<file path="src/design/mbdl_pkg.sv">
// ----------------------------------------------------------------------------
// mbdl_pkg
// Shared types and constants for the multi-button debounce and lockout block.
// ----------------------------------------------------------------------------
package mbdl_pkg;

   // Number of debounced buttons and number of pins carried per item
   localparam int NUM_BUTTONS = 5;
   localparam int PIN_BITS    = 5;

   // Field widths
   localparam int MS_W     = 8;
   localparam int TIMER_W  = 16;
   localparam int PERIOD_W = 8;
   localparam int CSR_IDX_W  = 1;
   localparam int CSR_DATA_W = 16;

   // Register reset values
   localparam logic [TIMER_W-1:0]  LOCK_TIME_RST   = 16'd50;
   localparam logic [PERIOD_W-1:0] SCAN_PERIOD_RST = 8'd10;

   // Register indexes
   localparam logic [CSR_IDX_W-1:0] CSR_LOCK_TIME   = 1'b0;
   localparam logic [CSR_IDX_W-1:0] CSR_SCAN_PERIOD = 1'b1;

   // Input item: one time tick
   typedef struct packed {
      logic [MS_W-1:0]     ms_passed;
      logic [PIN_BITS-1:0] pin_levels;
   } req_item_type;

   // Result item: state after the tick
   typedef struct packed {
      logic [PIN_BITS-1:0] press_events;
      logic [PIN_BITS-1:0] pressed_state;
      logic [PIN_BITS-1:0] locked_mask;
   } rsp_item_type;

   // Per-lane controls from the scan logic
   typedef struct packed {
      logic                advance;
      logic                scan;
      logic                down;
      logic [MS_W-1:0]     ms;
      logic [TIMER_W-1:0]  lock_time;
   } lane_ctrl_type;

   // Per-lane findings toward the merge stage
   typedef struct packed {
      logic event_hit;
      logic pressed;
      logic locked;
   } lane_stat_type;

endpackage

</file>
<file path="src/design/mbdl_lane.sv">
// ----------------------------------------------------------------------------
// mbdl_lane
// One button: debounced state, lockout timer and press detection per tick.
// ----------------------------------------------------------------------------
module mbdl_lane
   import mbdl_pkg::*;
(
   input  logic          clock,
   input  logic          reset,
   input  lane_ctrl_type ctrl,
   output lane_stat_type stat
);

   logic [TIMER_W-1:0] timer_ff, timer_in;
   logic               pressed_ff, pressed_in;
   logic [TIMER_W-1:0] loaded;
   logic               change;
   logic [TIMER_W-1:0] ms_ext;

   assign ms_ext = {{(TIMER_W-MS_W){1'b0}}, ctrl.ms};

   // Take the pin level on a scan when unlocked and different
   assign change = ctrl.scan && (timer_ff == '0) && (ctrl.down != pressed_ff);

   always_comb begin
      pressed_in = change ? ctrl.down : pressed_ff;
      loaded     = change ? ctrl.lock_time : timer_ff;
      // Count down by the elapsed time, saturate at zero
      if (loaded == '0) begin
         timer_in = '0;
      end else if (loaded < ms_ext) begin
         timer_in = '0;
      end else begin
         timer_in = loaded - ms_ext;
      end
   end

   assign stat.event_hit = change && ctrl.down;
   assign stat.pressed   = pressed_in;
   assign stat.locked    = (timer_in != '0);

   // Advance state on each accepted item
   always_ff @(posedge clock) begin
      if (reset) begin
         timer_ff   <= '0;
         pressed_ff <= 1'b0;
      end else if (ctrl.advance) begin
         timer_ff   <= timer_in;
         pressed_ff <= pressed_in;
      end
   end

   // A press event only comes out of a scan of an unlocked button
   assert property (@(posedge clock) disable iff (reset)
      stat.event_hit |-> (ctrl.scan && timer_ff == '0 && !pressed_ff))
      else $error("press event without an unlocked released button");

   // An untouched locked timer never grows across an item
   assert property (@(posedge clock) disable iff (reset)
      (ctrl.advance && timer_ff != '0) |=> (timer_ff <= $past(timer_ff)))
      else $error("locked timer grew");

   // A change of debounced state always loads the timer from a scan
   assert property (@(posedge clock) disable iff (reset)
      (ctrl.advance && pressed_in != pressed_ff) |-> (ctrl.scan && timer_ff == '0))
      else $error("state changed while locked or outside a scan");

endmodule

</file>
<file path="src/design/multi_button_debounce_lockout.sv">
// ----------------------------------------------------------------------------
// multi_button_debounce_lockout
// Debounce with lockout for active-low push buttons, advanced by time ticks.
// ----------------------------------------------------------------------------
// Usage:
//   req channel: one item per tick with the elapsed milliseconds and the raw
//   pin levels. rsp channel: one item per tick with press events, debounced
//   state and lockout mask as they stand after that tick.
//   csr port: write the lockout time (index 0) or the scan period (index 1)
//   while the block is idle; writes take effect at the clock edge.
// Throughput:
//   The result of an item is registered into the output register, or into
//   the skid while the output register waits. One item per cycle is taken
//   while req_stall is low; every button has its own lane and the scan
//   counter update is one add and compare.
// Stall:
//   A two-entry output stage (output register plus skid) absorbs results
//   while rsp_stall is high; req_stall rises only when both entries are full.
// Reset:
//   Synchronous, active high. Clears the scan counter, lock timers and
//   debounced state, restores the registers to 50 ms and 10 ms, and empties
//   the output stage.
// ----------------------------------------------------------------------------
module multi_button_debounce_lockout
   import mbdl_pkg::*;
(
   input  logic                  clock,
   input  logic                  reset,
   // Input channel
   input  logic                  req_valid,
   output logic                  req_stall,
   input  req_item_type          req_data,
   // Result channel
   output logic                  rsp_valid,
   input  logic                  rsp_stall,
   output rsp_item_type          rsp_data,
   // Configuration
   input  logic                  csr_wr_en,
   input  logic [CSR_IDX_W-1:0]  csr_index,
   input  logic [CSR_DATA_W-1:0] csr_wdata
);

   logic [TIMER_W-1:0]  lock_time_ff;
   logic [PERIOD_W-1:0] scan_period_ff;
   logic [TIMER_W-1:0]  scan_cnt_ff, scan_cnt_in;
   logic [TIMER_W-1:0]  cnt_sum;
   logic [TIMER_W-1:0]  period_ext;
   logic                scan;
   logic                req_accept, rsp_take;

   lane_ctrl_type       lane_ctrl [NUM_BUTTONS];
   lane_stat_type       lane_stat [NUM_BUTTONS];
   rsp_item_type        next_item;

   logic                out_vld_ff, skid_vld_ff;
   rsp_item_type        out_data_ff, skid_data_ff;

   // Configuration writes
   always_ff @(posedge clock) begin
      if (reset) begin
         lock_time_ff   <= LOCK_TIME_RST;
         scan_period_ff <= SCAN_PERIOD_RST;
      end else if (csr_wr_en) begin
         unique case (csr_index)
            CSR_LOCK_TIME:   lock_time_ff   <= csr_wdata[TIMER_W-1:0];
            CSR_SCAN_PERIOD: scan_period_ff <= csr_wdata[PERIOD_W-1:0];
            default: ;
         endcase
      end
   end

   assign req_stall  = skid_vld_ff;
   assign req_accept = req_valid && !req_stall;
   assign rsp_valid  = out_vld_ff;
   assign rsp_take   = out_vld_ff && !rsp_stall;
   assign rsp_data   = out_data_ff;

   // Scan counter: add elapsed time with wrap, subtract one period on a scan
   assign period_ext = {{(TIMER_W-PERIOD_W){1'b0}}, scan_period_ff};
   assign cnt_sum    = scan_cnt_ff + {{(TIMER_W-MS_W){1'b0}}, req_data.ms_passed};
   assign scan       = (cnt_sum >= period_ext);
   assign scan_cnt_in = scan ? (cnt_sum - period_ext) : cnt_sum;

   always_ff @(posedge clock) begin
      if (reset) begin
         scan_cnt_ff <= '0;
      end else if (req_accept) begin
         scan_cnt_ff <= scan_cnt_in;
      end
   end

   // One lane per button; buttons without a pin read as released
   for (genvar i = 0; i < NUM_BUTTONS; i++) begin : g_lane
      assign lane_ctrl[i].advance   = req_accept;
      assign lane_ctrl[i].scan      = scan;
      assign lane_ctrl[i].ms        = req_data.ms_passed;
      assign lane_ctrl[i].lock_time = lock_time_ff;
      if (i < PIN_BITS) begin : g_pin
         assign lane_ctrl[i].down = ~req_data.pin_levels[i];
      end else begin : g_nopin
         assign lane_ctrl[i].down = 1'b0;
      end

      mbdl_lane u_lane (
         .clock (clock),
         .reset (reset),
         .ctrl  (lane_ctrl[i]),
         .stat  (lane_stat[i])
      );
   end

   // Merge lane findings into the result item
   for (genvar j = 0; j < PIN_BITS; j++) begin : g_merge
      if (j < NUM_BUTTONS) begin : g_btn
         assign next_item.press_events[j]  = lane_stat[j].event_hit;
         assign next_item.pressed_state[j] = lane_stat[j].pressed;
         assign next_item.locked_mask[j]   = lane_stat[j].locked;
      end else begin : g_none
         assign next_item.press_events[j]  = 1'b0;
         assign next_item.pressed_state[j] = 1'b0;
         assign next_item.locked_mask[j]   = 1'b0;
      end
   end

   // Output register and skid: control
   always_ff @(posedge clock) begin
      if (reset) begin
         out_vld_ff  <= 1'b0;
         skid_vld_ff <= 1'b0;
      end else begin
         if (skid_vld_ff) begin
            if (rsp_take) begin
               skid_vld_ff <= 1'b0;
            end
         end else if (req_accept) begin
            if (out_vld_ff && !rsp_take) begin
               skid_vld_ff <= 1'b1;
            end else begin
               out_vld_ff <= 1'b1;
            end
         end else if (rsp_take) begin
            out_vld_ff <= 1'b0;
         end
      end
   end

   // Output register and skid: payload
   always_ff @(posedge clock) begin
      if (skid_vld_ff) begin
         if (rsp_take) begin
            out_data_ff <= skid_data_ff;
         end
      end else if (req_accept) begin
         if (out_vld_ff && !rsp_take) begin
            skid_data_ff <= next_item;
         end else begin
            out_data_ff <= next_item;
         end
      end
   end

   // Skid only holds an item behind a waiting output
   assert property (@(posedge clock) disable iff (reset)
      skid_vld_ff |-> out_vld_ff)
      else $error("skid full with empty output register");

   // A parked item in the skid holds until the output drains
   assert property (@(posedge clock) disable iff (reset)
      (skid_vld_ff && !rsp_take) |=> (skid_vld_ff && $stable(skid_data_ff)))
      else $error("skid item lost or changed");

   // Every press event leaves its button pressed
   assert property (@(posedge clock) disable iff (reset)
      (next_item.press_events & ~next_item.pressed_state) == '0)
      else $error("press event on a released button");

   // No press events without a scan
   assert property (@(posedge clock) disable iff (reset)
      !scan |-> (next_item.press_events == '0))
      else $error("press event outside a scan");

endmodule
</file>
<file path="config.mk">
export PLATFORM = sky130hd
export DESIGN_NAME = multi_button_debounce_lockout
export DESIGN_NICKNAME = d
export VERILOG_FILES = /design/src/design/mbdl_pkg.sv /design/src/design/mbdl_lane.sv /design/src/design/multi_button_debounce_lockout.sv
export SDC_FILE = /design/constraint.sdc
export NUM_CORES = 1
export LEC_CHECK = 0
export BUFFER_PORTS_ARGS = -buffer_cell sky130_fd_sc_hd__buf_2
export CORE_ASPECT_RATIO = 0.6
export CORE_MARGIN = 5
export CORE_UTILIZATION = 48
export CTS_BUF_LIST = sky130_fd_sc_hd__clkbuf_8
export CTS_CLUSTER_DIAMETER = 80
export CTS_CLUSTER_SIZE = 8
export DETAILED_ROUTE_END_ITERATION = 10
export PLACE_DENSITY = 0.62
export SLEW_MARGIN = 20
export SYNTH_ARGS = -nofsm -noshare
export SYNTH_HDL_FRONTEND = slang
export SYNTH_SLANG_ARGS = --single-unit
</file>
<file path="constraint.sdc">
create_clock -name clock -period 9.5 [get_ports clock]
set_clock_uncertainty 0.15 [all_clocks]
set_input_delay 0.475 -clock clock [delete_from_list [all_inputs] [get_ports clock]]
set_output_delay 0.475 -clock clock [all_outputs]
set_load 0.1 [all_outputs]
</file>
# Yosys cells after proc, flatten, opt, wreduce, memory -nomap -nowiden
# Index checks and enable logic that the tools add are counted.
[word_totals]
in_bits = 35
ff_bits = 157
output_inout_bits = 17
[op_classes]
mux = 32
magnitude_cmp = 6
addsub = 7
eq_ne = 8
bitwise = 7
n_reduce_logical = 43
[ops]
columns = ["cell", "count"]
rows = [
  ["16-bit two-way mux", 16],
  ["16-bit logical NOT", 10],
  ["16-bit by 8-bit subtractor with 16-bit output", 6],
  ["16-bit by 8-bit less-than comparator with 1-bit output", 5],
  ["16-bit nonzero test", 5],
  ["15-bit two-way mux", 4],
  ["1-bit logical AND", 18],
  ["16-bit by 8-bit adder with 16-bit output", 1],
  ["16-bit by 8-bit >= comparator with 1-bit output", 1],
  ["1-bit two-way mux", 12],
  ["3-bit AND reduction", 3],
  ["1-bit NOT", 7],
  ["2-bit != test, second input constant", 3],
  ["1-bit != test", 5],
  ["2-bit AND reduction", 2],
  ["2-bit nonzero test", 2],
  ["1-bit logical NOT", 3],
]

# Longest topological paths before layout
# Gate-level depths: netlist of run 1.
[depth]
word_depth = 12
depth_mapped = 29

# By module
# From an unflattened synthesis of run 1, not the netlist that was laid out.
[hier_totals]
hier_cells = 1513
hier_area_um2 = 12094.1
[by_module_without_submodules]
columns = ["mod", "n_inst", "seq_area_each_um2", "area_each_um2", "cells_per_inst"]
rows = [
  ["multi_button_debounce_lockout", 1, 1741.7, 3981.3, 436],
  ["mbdl_lane (g_lane[0].u_lane ...)", 2, 340.3, 1682.9, 230],
  ["mbdl_lane (g_lane[3].u_lane ...)", 2, 340.3, 1596.5, 205],
  ["mbdl_lane (g_lane[2].u_lane)", 1, 340.3, 1554.0, 207],
]

# Worst setup path after synthesis of run 1
# OpenSTA, ideal clock, no wires.
[synth_timing]
path_type = "in2reg"
startpoint = "input port req_data[5] (netlist name)"
endpoint = "register out_data_ff, in the netlist rsp_data[0] (data pin)"
setup_time_ps = 268
path_slack_ps = 3011
t_required_ps = 9082
arrival_ps = 6071
path_buffers = 2
cell_stages = 26
cell_sequence = "ha_1 fa_1 a211o_1 a21oi_1 xnor2_1 ha_1 nand2_1 o21ai_0 nor2_1 o221a_2 a21boi_4 buf_2 buf_1 a21o_1 ha_1 nor2b_1 o21a_1 o21ai_0 a21oi_1 o22a_1 or3_1 o211ai_1 nand3_1 or4_1 nor4_1 o31ai_1"
[synth_via]
elab_chain_cells = 12
elab_cells_between_ends = 14
[synth_rtl]
columns = ["element", "line_no", "text"]
rows = [
  ["start, declared", "multi_button_debounce_lockout.sv:32", "input req_item_type req_data,"],
  ["16-bit by 8-bit adder with 16-bit output", "multi_button_debounce_lockout.sv:80", "assign cnt_sum = scan_cnt_ff + {{(TIMER_W-MS_W){1'b0}}, req_data.ms_passed};"],
  ["16-bit by 8-bit >= comparator with 1-bit output", "multi_button_debounce_lockout.sv:81", "assign scan = (cnt_sum >= period_ext);"],
  ["1-bit logical AND (2 in series)", "mbdl_lane.sv:23", "assign change = ctrl.scan && (timer_ff == '0) && (ctrl.down != pressed_ff);"],
  ["16-bit two-way mux", "mbdl_lane.sv:27", "loaded = change ? ctrl.lock_time : timer_ff;"],
  ["16-bit by 8-bit subtractor with 16-bit output / 16-bit by 8-bit less-than comparator with 1-bit output (equally long branches)", "mbdl_lane.sv:34, mbdl_lane.sv:31", ""],
  ["16-bit two-way mux", "mbdl_lane.sv:31", "end else if (loaded < ms_ext) begin"],
  ["16-bit two-way mux *", "mbdl_lane.sv:29", "if (loaded == '0) begin"],
  ["16-bit nonzero test *", "mbdl_lane.sv:40", "assign stat.locked = (timer_in != '0);"],
  ["15-bit two-way mux *", "multi_button_debounce_lockout.sv:154", "if (out_vld_ff && !rsp_take) begin"],
  ["15-bit two-way mux *", "multi_button_debounce_lockout.sv:153", "end else if (req_accept) begin"],
  ["15-bit two-way mux *", "multi_button_debounce_lockout.sv:149", "if (skid_vld_ff) begin"],
  ["end signal, assigned", "multi_button_debounce_lockout.sv:151", "out_data_ff <= skid_data_ff;"],
  ["end signal, assigned", "multi_button_debounce_lockout.sv:157", "out_data_ff <= next_item;"],
  ["end, declared", "multi_button_debounce_lockout.sv:56", "rsp_item_type out_data_ff, skid_data_ff;"],
]
# Every way passes the cells marked *; elsewhere a longest branch is shown, timed or not. The select of a mux whose other input is x is not followed.
# A chain may end at the register's enable or synchronous reset.

# Worst setup path in the final report of run 1
[layout_timing]
startpoint = "register scan_cnt_ff[1]"
endpoint = "register out_data_ff, in the netlist rsp_data[4] (data pin)"
[layout_via]
elab_chain_cells = 12
elab_cells_between_ends = 14
[layout_rtl]
columns = ["element", "line_no", "text"]
rows = [
  ["start, declared", "multi_button_debounce_lockout.sv:45", "logic [TIMER_W-1:0] scan_cnt_ff, scan_cnt_in;"],
  ["start signal, assigned", "multi_button_debounce_lockout.sv:88", "scan_cnt_ff <= scan_cnt_in;"],
  ["16-bit by 8-bit adder with 16-bit output *", "multi_button_debounce_lockout.sv:80", ""],
  ["16-bit by 8-bit >= comparator with 1-bit output *", "multi_button_debounce_lockout.sv:81", ""],
  ["1-bit logical AND * (2 in series)", "mbdl_lane.sv:23", ""],
  ["16-bit two-way mux *", "mbdl_lane.sv:27", ""],
  ["16-bit by 8-bit subtractor with 16-bit output / 16-bit by 8-bit less-than comparator with 1-bit output (equally long branches)", "mbdl_lane.sv:34, mbdl_lane.sv:31", ""],
  ["16-bit two-way mux", "mbdl_lane.sv:31", ""],
  ["16-bit two-way mux *", "mbdl_lane.sv:29", ""],
  ["16-bit nonzero test *", "mbdl_lane.sv:40", ""],
  ["15-bit two-way mux *", "multi_button_debounce_lockout.sv:154", ""],
  ["15-bit two-way mux *", "multi_button_debounce_lockout.sv:153", ""],
  ["15-bit two-way mux *", "multi_button_debounce_lockout.sv:149", ""],
]
# Marks and branches as above.

==> impl_metrics.toml, run 1 <==
[cells_and_area]
fin_cells = 1811
mostFrequentLayoutCells = "nand2_1, a21oi_1, nor2_1, dfxtp_1, nand3_1"
syn_to_final_growth_pct = 7.15
fillers = 2310
diodes = 0
final_util = 0.525
layout_commonest_cell = "nand2_1"
nNetsFinal = 1587
drive_gt1_frac = 0.0956

[route]
drcViolationCount = 0
avgViaCountPerCell = 6.20
dr_total_vias = 11237
avgRoutedWirePerCell_um = 20.1
drt_iter0_markers = 1326
detail-route-antenna-nets = 0
firstDrtPassIters = 6
wl_um = 36400

[synthesis]
synth_top_cells_by_area = "dfxtp_1, edfxtp_1, a21oi_1, ha_1, nand2_1"
async_flop_share = 0
synth_edf_count = 30
synth_area_um2 = 11400
synth_top_area_share = 0.224
ys_warn_count = 0
avgSynthCellArea_um2 = 7.69
synth_area_leader_cell = "dfxtp_1"
ys.flop_type = "dfxtp_1"
synth_seq_area_share = 0.303
synth_cell_type_count = 83
syn_inst = 1477
synthesis.nets = 1581
ys_seq_elements = 157

[floorplan]
coreArea_um2 = 23200
start_util = 0.490
die_w_um = 209
dieArea_um2 = 27000
die_y_um = 129
rows = 43
ioPinCount = 52

[sta]
final.setup.tns_ns = 0
slew_headroom = 0.282
fin_crit_ns = 7.84
setup_violations = 0
slew_viol_final = 0
hold_ws_ns = 0.0615
finalHoldViolations = 0
rsz0062_at_grt = "false"
timing.fmax_mhz = 128
tightestPinTransition_ns = 1.07
period_share = 0.825

[setup_path]
worstPathRequired_ns = 9.58
rr_startpoint = "scan_cnt_ff[1]$_SDFFE_PP0P_"
cpMostUsedCell = "ha_1"
crit_family = "compound AO/OA/AOI/OAI gates"
cp-endpoint = "rsp_data[4]$_DFFE_PP_"
path_depth = 26
crit_buf_inv = 1
arrival_ns = 7.92
path_class = "reg2reg"
crit_slowest_cell = "o41ai_1"
cp_slowest_stage_delay_ns = 0.87
rr_endpoint = "rsp_data[4]$_DFFE_PP_"
worstSetupEndpointType = "flop"
cp_max_fo = 16
r2r.worst_path.cells = 26
critPathLaunchType = "flop"
cp-startpoint = "scan_cnt_ff[1]$_SDFFE_PP0P_"
r2r_setup_slack_ns = 1.66

[grt]
grt_pass1_vias = 10078
grt_overflow = 0
grtUsageTotal = 0.268
grt_pass1_wl_um = 57400
antenna_found_initial = 0
grt_max_degree = 89

[placement]
port_buffers = 51
hpwl_um = 26100
place.gp.congestion = 0.938
place_inst = 1779

[clocking]
cts_resized = 0
postCtsHoldBufs = 0
htreeDepth = 4
post-cts-setup-buffer-count = 0
cts_tree = "yes"
numCtsBuffers = 17
clkTransAtPathRegs_ns = 0.10
clock_path_buffers = 2
clock-root-buffer = "clkbuf_8"
cts.sinks = 157
clk_latency_ns = 0.49

[run]
maxCapViolations = 0

[run_status]
status = "finished, final reports clean"

[power_and_ir_drop]
powerDensity_nw_per_um2 = 445
irDropWorstVdd_v = 0.000194
leakage_nw = 5.08
p_total_mw = 5.41

[min_path]
hold_path.class = "in2reg"
-- how the worst min path moves through the flow --
stage	start	depth (start not counted)	slack [ns]	to
6_report	csr_wdata[11]	3	0.06	lock_time_ff[11]$_SDFFE_PP0P_
5_1_grt	csr_wdata[11]	3	0.04	lock_time_ff[11]$_SDFFE_PP0P_
4_1_cts	csr_wdata[11]	3	0.04	lock_time_ff[11]$_SDFFE_PP0P_
3_5_place_dp	scan_cnt_ff[6]$_SDFFE_PP0P_	2	0.30	scan_cnt_ff[6]$_SDFFE_PP0P_
3_3_place_gp	scan_period_ff[5]$_SDFFE_PP0P_	2	0.29	scan_period_ff[5]$_SDFFE_PP0P_
2_1_floorplan	scan_cnt_ff[0]$_SDFFE_PP0P_	2	0.29	scan_cnt_ff[0]$_SDFFE_PP0P_
-- stage by stage --
step	setup WS, ns	instance area [um2]
5_1_grt	1.12	12200
3_3_place_gp	1.80	11800
4_1_cts	1.91	12200
3_5_place_dp	1.48	11800
2_1_floorplan	3.01	11400
6_report	1.66	12200
-- cell families (layout without fill, tap and decap cells) --
kind of cell             Yosys count  after routing  share of synthesized area
AO/OA/AOI/OAI                    456            456                      0.264
AND/OR/NAND/NOR                  604            604                      0.256
flip-flops                       157            157                      0.303
buffers and inverters            125            144                     0.0432
multiplexers                      15             15                     0.0148
adder cells (fa/ha/maj)           69             69                     0.0806
XOR/XNOR                          51             51                     0.0393
-- sequential cells by signal (all words and copies together) (netlist names) --
signal	cells
scan_period_ff	8
skid_data_ff	15
rsp_data	15
scan_cnt_ff	16
lock_time_ff	16
g_lane.u_lane.pressed_ff	5
req_stall	1
rsp_valid	1
g_lane.u_lane.timer_ff	80
-- cell type report --
| class | instances | area (um2) | share of cell area |
|---|---|---|---|
| Sequential cell | 157 | 3440 | 0.283 |
| Clock inverter | 15 | 113 | 0.00925 |
| Inverter | 46 | 173 | 0.0142 |
| Multi-Input combinational cell | 1195 | 7450 | 0.612 |
| Timing Repair Buffer | 66 | 370 | 0.0304 |
| Clock buffer | 17 | 234 | 0.0192 |
| Tap cell | 315 | 394 | 0.0324 |
-- worst register-to-register path: stages, from the launching register on --
cell and delay [ns]:
dfxtp_1 0.40, ha_1 0.27, a211oi_1 0.50, o21ai_0 0.30
a21o_1 0.24, a21oi_1 0.17, xnor2_1 0.11, ha_1 0.38
nand4_1 0.15, a21oi_1 0.15, nor2_1 0.09, o221a_2 0.22
a21boi_2 0.55, buf_4 0.33, a21o_1 0.17, ha_1 0.23
nor2b_1 0.12, o21ai_0 0.23, a21boi_0 0.21, o31a_1 0.33
o41ai_1 0.87, nand2b_1 0.23, o211a_1 0.27, a211oi_1 0.30
nand3_1 0.15, nor4_1 0.37, o31ai_1 0.11
-- per-layer routing --
metal | share of wire | vias up | global-route usage
li1 | - | 5415 | -
met1 | 0.51 | 5270 | 0.432
met2 | 0.37 | 517 | 0.356
met3 | 0.11 | 35 | 0.0646
met4 | 0.010 | 0 | 0.0571
met5 | 0 | - | 0
-- power breakdown --
part / internal (mW) / leakage [nW] / switching, mW
Sequential: 0.912 / 1.33 / 0.203
Combinational: 1.44 / 3.58 / 2.37
Clock: 0.184 / 0.171 / 0.299
Total: 2.54 / 5.08 / 2.88
-- Yosys cell counts, types with 9 or more instances --
cell type,instances
o211ai_1,11
or2_2,15
a22oi_1,26
o31ai_1,9
nand3_1,70
a211oi_1,24
a31oi_1,11
inv_1,46
edfxtp_1,30
nor4_1,24
buf_2,10
nand2_1,191
o21a_1,11
a211o_1,11
and2_1,13
nor2b_1,15
dfxtp_1,127
or3_1,31
ha_1,62
clkbuf_1,61
o21ai_0,61
xor2_1,20
nor3_1,35
a21o_1,57
mux2_2,13
nor2_1,137
a21oi_1,163
or4_1,15
xnor2_1,31
nand2b_1,18
No activity file was read; power rests on OpenSTA's default activity.
==> run 2, diff against run 1 <==
--- a/config.mk
+++ b/config.mk
@@ -13,7 +13,7 @@
 export CTS_CLUSTER_DIAMETER = 80
 export CTS_CLUSTER_SIZE = 8
 export DETAILED_ROUTE_END_ITERATION = 10
-export PLACE_DENSITY = 0.62
+export PLACE_DENSITY = 0.64
 export SLEW_MARGIN = 20
 export SYNTH_ARGS = -nofsm -noshare
 export SYNTH_HDL_FRONTEND = slang
==> constraint.sdc (replaced) <==
create_clock -name clock -period 6.5 [get_ports clock]
set_clock_uncertainty 0.15 [all_clocks]
set_input_delay 0.325 -clock clock [delete_from_list [all_inputs] [get_ports clock]]
set_output_delay 0.325 -clock clock [all_outputs]
set_load 0.1 [all_outputs]
==> run 2 against run 1 <==
  * Worst setup slack lost 1.4 ns
  * Sequential power grew 46%
  * Combinational power is 60% higher
  * Via count grew 3.5%
  * Fmax grew 25%
  * Total power is 58% higher
  * Non-clock buffer count increased by 86
  * Sequential share of layout area is 2.0 points lower
  * Register-to-register slack worse by 1.4 ns
  * First-iteration DRC count increased by 3.1%
  * Largest cell class unchanged
==> impl_metrics.toml, run 2 (same netlist as run 1, synthesis figures left out) <==
[clocking]
clock-root-buffer = "clkbuf_8"
htreeDepth = 4
cts_tree = "yes"
clock_path_buffers = 2
clkTransAtPathRegs_ns = 0.09
numCtsBuffers = 17
cts.sinks = 157
clk_latency_ns = 0.51

[route]
drt_iter0_markers = 1367
detail-route-antenna-nets = 0
drcViolationCount = 0
avgViaCountPerCell = 6.13
dr_total_vias = 11625
firstDrtPassIters = 6
wl_um = 38600
avgRoutedWirePerCell_um = 20.4

[sta]
period_share = 0.964
finalHoldViolations = 0
timing.fmax_mhz = 160
tightestPinTransition_ns = 1.10
slew_viol_final = 0
setup_violations = 0
fin_crit_ns = 6.27
slew_headroom = 0.270
hold_ws_ns = 0.0368

[floorplan]
dieArea_um2 = 27000
rows = 43
die_y_um = 129
die_w_um = 209
ioPinCount = 52
coreArea_um2 = 23200
start_util = 0.490

[setup_path]
arrival_ns = 6.36
cp_max_fo = 6
rr_endpoint = "rsp_data[0]$_DFFE_PP_"
r2r_setup_slack_ns = 0.23
path_cells = "or4_1, or2_1, or3_1, nor4_1, buf_4, and2_1, a21boi_4, a21oi_2, ha_1, fa_1, nor2b_1, o21a_1, o21ai_1, a21oi_1, o22a_2, or3_1, a211o_1, nand3_1, or4_1, nor4_4, o31ai_1"
critPathLaunchType = "flop"
rr_startpoint = "g_lane[0].u_lane.timer_ff[8]$_SDFFE_PP0P_"
path_class = "reg2reg"
worstSetupEndpointType = "flop"
crit_family = "simple AND/OR/NAND/NOR gates"
path_depth = 21
r2r.worst_path.cells = 21
worstPathRequired_ns = 6.59
cp_slowest_stage_delay_ns = 0.61
crit_slowest_cell = "or4_1"
crit_buf_inv = 1

[cells_and_area]
fillers = 2193
layout_commonest_cell = "nand2_1"
nNetsFinal = 1673
top_register = "g_lane.u_lane.timer_ff"
largest_registers = "g_lane.u_lane.timer_ff: 80 flops, lock_time_ff: 16 flops, scan_cnt_ff: 16 flops"
diodes = 0
syn_to_final_growth_pct = 15.3
mostFrequentLayoutCells = "nand2_1, a21oi_1, nor2_1, dfxtp_1, buf_4"
largest_reg_flops = 80
drive_gt1_frac = 0.148

[placement]
port_buffers = 51
place.gp.congestion = 0.939
hpwl_um = 27700

[grt]
grt_pass1_vias = 10497
grt_max_degree = 89
antenna_found_initial = 0
grt_pass1_wl_um = 59600
grtUsageTotal = 0.282
grt_overflow = 0

[min_path]
hold_path.class = "in2reg"
whs_endpoint = "req_stall$_SDFF_PP0_"
hold_start = "req_valid"
whs_path_depth = 3

[power_and_ir_drop]
leakage_nw = 5.55
powerDensity_nw_per_um2 = 652
irDropWorstVdd_v = 0.000244
p_total_mw = 8.54

[run]
maxCapViolations = 0

[run_status]
status = "finished, final reports clean"
[run 2: cell types whose count changed in the layout (fill, tap and decap cells not counted), moves of 5 or more]
cell           before  now
buf_4              16   79
dlygate4sd3_1       0   22
o21ai_0            61   50
o21ai_1             3   11
a21oi_1           163  158
[run 2: report_power, final]
part           internal (mW)  switching, mW  leakage, nW  total, mW
combinational           2.51           3.59         4.01       6.10
sequential              1.33          0.307         1.33       1.64
clock                  0.390          0.410        0.208      0.799
total                   4.24           4.30         5.55       8.54
[run 2: stage by stage]
step	cell area [um2]	worst slack [ns]	setup TNS, ns	cells	util
global route	13100	-0.0241	-0.0244	1897	0.565
global placement	12300	-0.0321	-0.0624	1836	0.529
finish	13100	0.231	0	1897	0.565
detailed placement	12300	-0.119	-0.255	1836	0.529
CTS	12900	0.0125	0	1892	0.557
floorplan	11400	0.161	0	1477	-
[run 2: area by class of cell]
cell class | instances | area (um2) | share of cell area
clock buffer | 18 | 248 | 0.0189
clock inverter | 14 | 170 | 0.0130
timing repair buffer | 152 | 1080 | 0.0827
inverter | 46 | 173 | 0.0132
sequential | 157 | 3450 | 0.263
tap | 315 | 394 | 0.0301
multi-input combinational | 1195 | 7590 | 0.579
[run 2: per-layer routing]
layer | vias to the layer above | routed length, um | GRT usage
met5 | - | 0 | 0
li1 | 5564 | - | -
met1 | 5425 | 18500 | 0.424
met4 | 0 | 1010 | 0.0882
met2 | 556 | 14800 | 0.383
met3 | 80 | 4270 | 0.0849
[run 2: worst max-delay path by stage]
| stage | to | start | slack, ns |
|---|---|---|---|
| after floorplan | rsp_data[0]$_DFFE_PP_ | req_data[5] | 0.16 |
| after global placement | rsp_data[4]$_DFFE_PP_ | req_data[6] | -0.03 |
| after detailed placement | rsp_data[1]$_DFFE_PP_ | req_data[6] | -0.12 |
| after CTS | rsp_data[0]$_DFFE_PP_ | scan_cnt_ff[1]$_SDFFE_PP0P_ | 0.01 |
| after global routing | rsp_data[4]$_DFFE_PP_ | scan_cnt_ff[0]$_SDFFE_PP0P_ | -0.02 |
| final | rsp_data[0]$_DFFE_PP_ | g_lane[0].u_lane.timer_ff[8]$_SDFFE_PP0P_ | 0.23 |
[run 2: timing repair]
action	4_1_cts	5_1_grt
hold buffers	22	0
pin swaps	1	12
resized for setup	1	39
hold endpoints to repair	31	0
endpoints found under the setup margin	1	34
buffers inserted	2	5
[run 2: tightest hold or removal path, cell delays in order]
cell	delay (ns)
buf_2	0.13
a21oi_1	0.15
nor3_1	0.05
==> run 3, diff against run 2 <==
==> constraint.sdc (replaced) <==
create_clock -name clock -period 6.5 [get_ports clock]
set_clock_uncertainty 0.15 [all_clocks]
set_input_delay 0.65 -clock clock [delete_from_list [all_inputs] [get_ports clock]]
set_output_delay 0.65 -clock clock [all_outputs]
set_load 0.1 [all_outputs]
==> run 3 against run 2 <==
  * Total power increased by 8.8%
  * Highest routed layer unchanged
  * Clock-buffer cell count decreased by 1
  * Wire length increased by 1.9%
  * Core utilization increased by 2.3 points
  * Flip-flop and latch count unchanged
  * Global-route usage increased by 0.64 points
  * Final cell count increased by 3.7%
==> impl_metrics.toml, run 3 (same netlist as run 1, synthesis figures left out) <==
[run_status]
status = "finished, final reports clean"

[min_path]
hold_start = "csr_wdata[6]"
hold_path.class = "in2reg"
whs_endpoint = "scan_period_ff[6]$_SDFFE_PP0P_"
whs_path_depth = 3

[power_and_ir_drop]
irDropWorstVdd_v = 0.000319
powerDensity_nw_per_um2 = 682
p_int_mw = 4.81
swShare = 0.482
clkPwrFrac = 0.089
p_switching_mw = 4.48
p_comb_frac = 0.735
leakage_nw = 5.94
seqPwrFrac = 0.176

[setup_path]
path_class = "reg2reg"
critPathLaunchType = "flop"
worstSetupEndpointType = "flop"
worstPathRequired_ns = 6.56
rr_endpoint = "rsp_data[1]$_DFFE_PP_"
cp_max_fo = 6
rr_startpoint = "scan_cnt_ff[1]$_SDFFE_PP0P_"
r2r_setup_slack_ns = 0.19
r2r.worst_path.cells = 27
arrival_ns = 6.37
cp-startpoint = "scan_cnt_ff[1]$_SDFFE_PP0P_"

[cells_and_area]
top_register = "g_lane.u_lane.timer_ff"
layout_commonest_cell = "nand2_1"
mostFrequentLayoutCells = "nand2_1, buf_4, a21oi_1, nor2_1, dfxtp_1"
syn_to_final_growth_pct = 19.9
nNetsFinal = 1743
fin_cells = 1967
drive_gt1_frac = 0.195
final_cell_area_um2 = 13600
diodes = 0
largest_registers = "g_lane.u_lane.timer_ff: 80 flops, lock_time_ff: 16 flops, scan_cnt_ff: 16 flops"
largest_reg_flops = 80

[route]
dr_total_vias = 11849
avgRoutedWirePerCell_um = 20.0
firstDrtPassIters = 6
drcViolationCount = 0
wl_um = 39400
avgViaCountPerCell = 6.02
drt_iter0_markers = 1250
detail-route-antenna-nets = 0

[sta]
slew_headroom = 0.308
finalHoldViolations = 0
timing.fmax_mhz = 158
tightestPinTransition_ns = 1.04
setup_violations = 0
fin_crit_ns = 6.31
slew_viol_final = 0
period_share = 0.971
timing.final.ws_setup_ns = 0.187
final.setup.tns_ns = 0

[floorplan]
dieArea_um2 = 27000
rows = 43
die_w_um = 209
die_y_um = 129
start_util = 0.490
coreArea_um2 = 23200
ioPinCount = 52

[clocking]
clk_latency_ns = 0.51
htreeDepth = 4
clock_path_buffers = 2
cts.sinks = 157
clock-root-buffer = "clkbuf_8"
clkTransAtPathRegs_ns = 0.09
cts_tree = "yes"
numCtsBuffers = 17

[placement]
place_inst = 1926
pre_cts_ws_ns = -0.480
port_buffers = 51
hpwl_um = 28600
dpl_cell_area_um2 = 13000
place.gp.congestion = 0.939

[grt]
grt_max_degree = 88
grt_overflow = 0
grt_pass1_wl_um = 61400
grtUsageTotal = 0.288
grt_pass1_vias = 10713
antenna_found_initial = 0

[run]
maxCapViolations = 0
[run 3: worst max-delay path by stage]
stage / to / slack (ns) / cells after the start
2_1_floorplan: rsp_data[0]$_DFFE_PP_ / -0.02 / 27
3_3_place_gp: rsp_data[0]$_DFFE_PP_ / -0.34 / 28
3_5_place_dp: rsp_data[0]$_DFFE_PP_ / -0.48 / 28
4_1_cts: rsp_data[0]$_DFFE_PP_ / 0.04 / 27
5_1_grt: rsp_data[0]$_DFFE_PP_ / -0.06 / 27
6_report: rsp_data[1]$_DFFE_PP_ / 0.19 / 27
[run 3: what timing repair did]
action	CTS	global route
setup buffers	0	9
endpoints found under the setup margin	1	27
hold buffers	0	0
resized for setup	1	38
pin swaps	1	13
cloned	0	0
[run 3: through the flow]
stage	power, mW	utilization	hold slack (ns)
after floorplan	5.80	-	0.286
after global placement	7.96	0.560	0.293
after detailed placement	8.06	0.560	0.299
after CTS	8.94	0.579	0.206
after global routing	10.0	0.588	0.213
final	9.29	0.588	0.238
[run 3: power by group through the flow]
stage / Sequential (mW) / Clock, mW / Combinational [mW]
after floorplan: 1.80 / 0 / 4.00
after global placement: 1.63 / 0 / 6.33
after detailed placement: 1.64 / 0 / 6.42
after CTS: 1.62 / 0.846 / 6.47
after global routing: 1.67 / 0.892 / 7.46
final: 1.63 / 0.831 / 6.83
[run 3: per-layer routing]
layer,GRT usage,routed length (um)
met5,0,0
met4,0.0571,584
met2,0.390,15000
met3,0.0997,4680
met1,0.440,19100
[run 3: layout make-up]
| class | count | area, um2 |
|---|---|---|
| Timing Repair Buffer | 222 | 1580 |
| Inverter | 46 | 173 |
| Multi-Input combinational cell | 1195 | 7600 |
| Fill cell | 2201 | 9560 |
| Sequential cell | 157 | 3440 |
| Clock buffer | 17 | 234 |
| Tap cell | 315 | 394 |
| Clock inverter | 15 | 198 |
[run 3: critical path: stages (launching register included)]
cell and delay, ns:
dfxtp_2 0.34, ha_1 0.31, a211oi_2 0.28, o21ai_1 0.11, a21o_1 0.19, a21oi_2 0.15, xnor2_1 0.16, ha_1 0.32
buf_4 0.16, nand4_1 0.10, a21oi_1 0.07, nor2_2 0.22, o221a_4 0.29, buf_12 0.12, a21boi_4 0.07, a21oi_1 0.25
ha_1 0.22, fa_1 0.21, nor2b_1 0.06, o21ai_1 0.18, a21oi_1 0.13, o21ai_1 0.22, a21oi_1 0.11, or3b_2 0.49
a21o_1 0.19, a2111o_1 0.47, nor4_2 0.31, o31ai_1 0.12
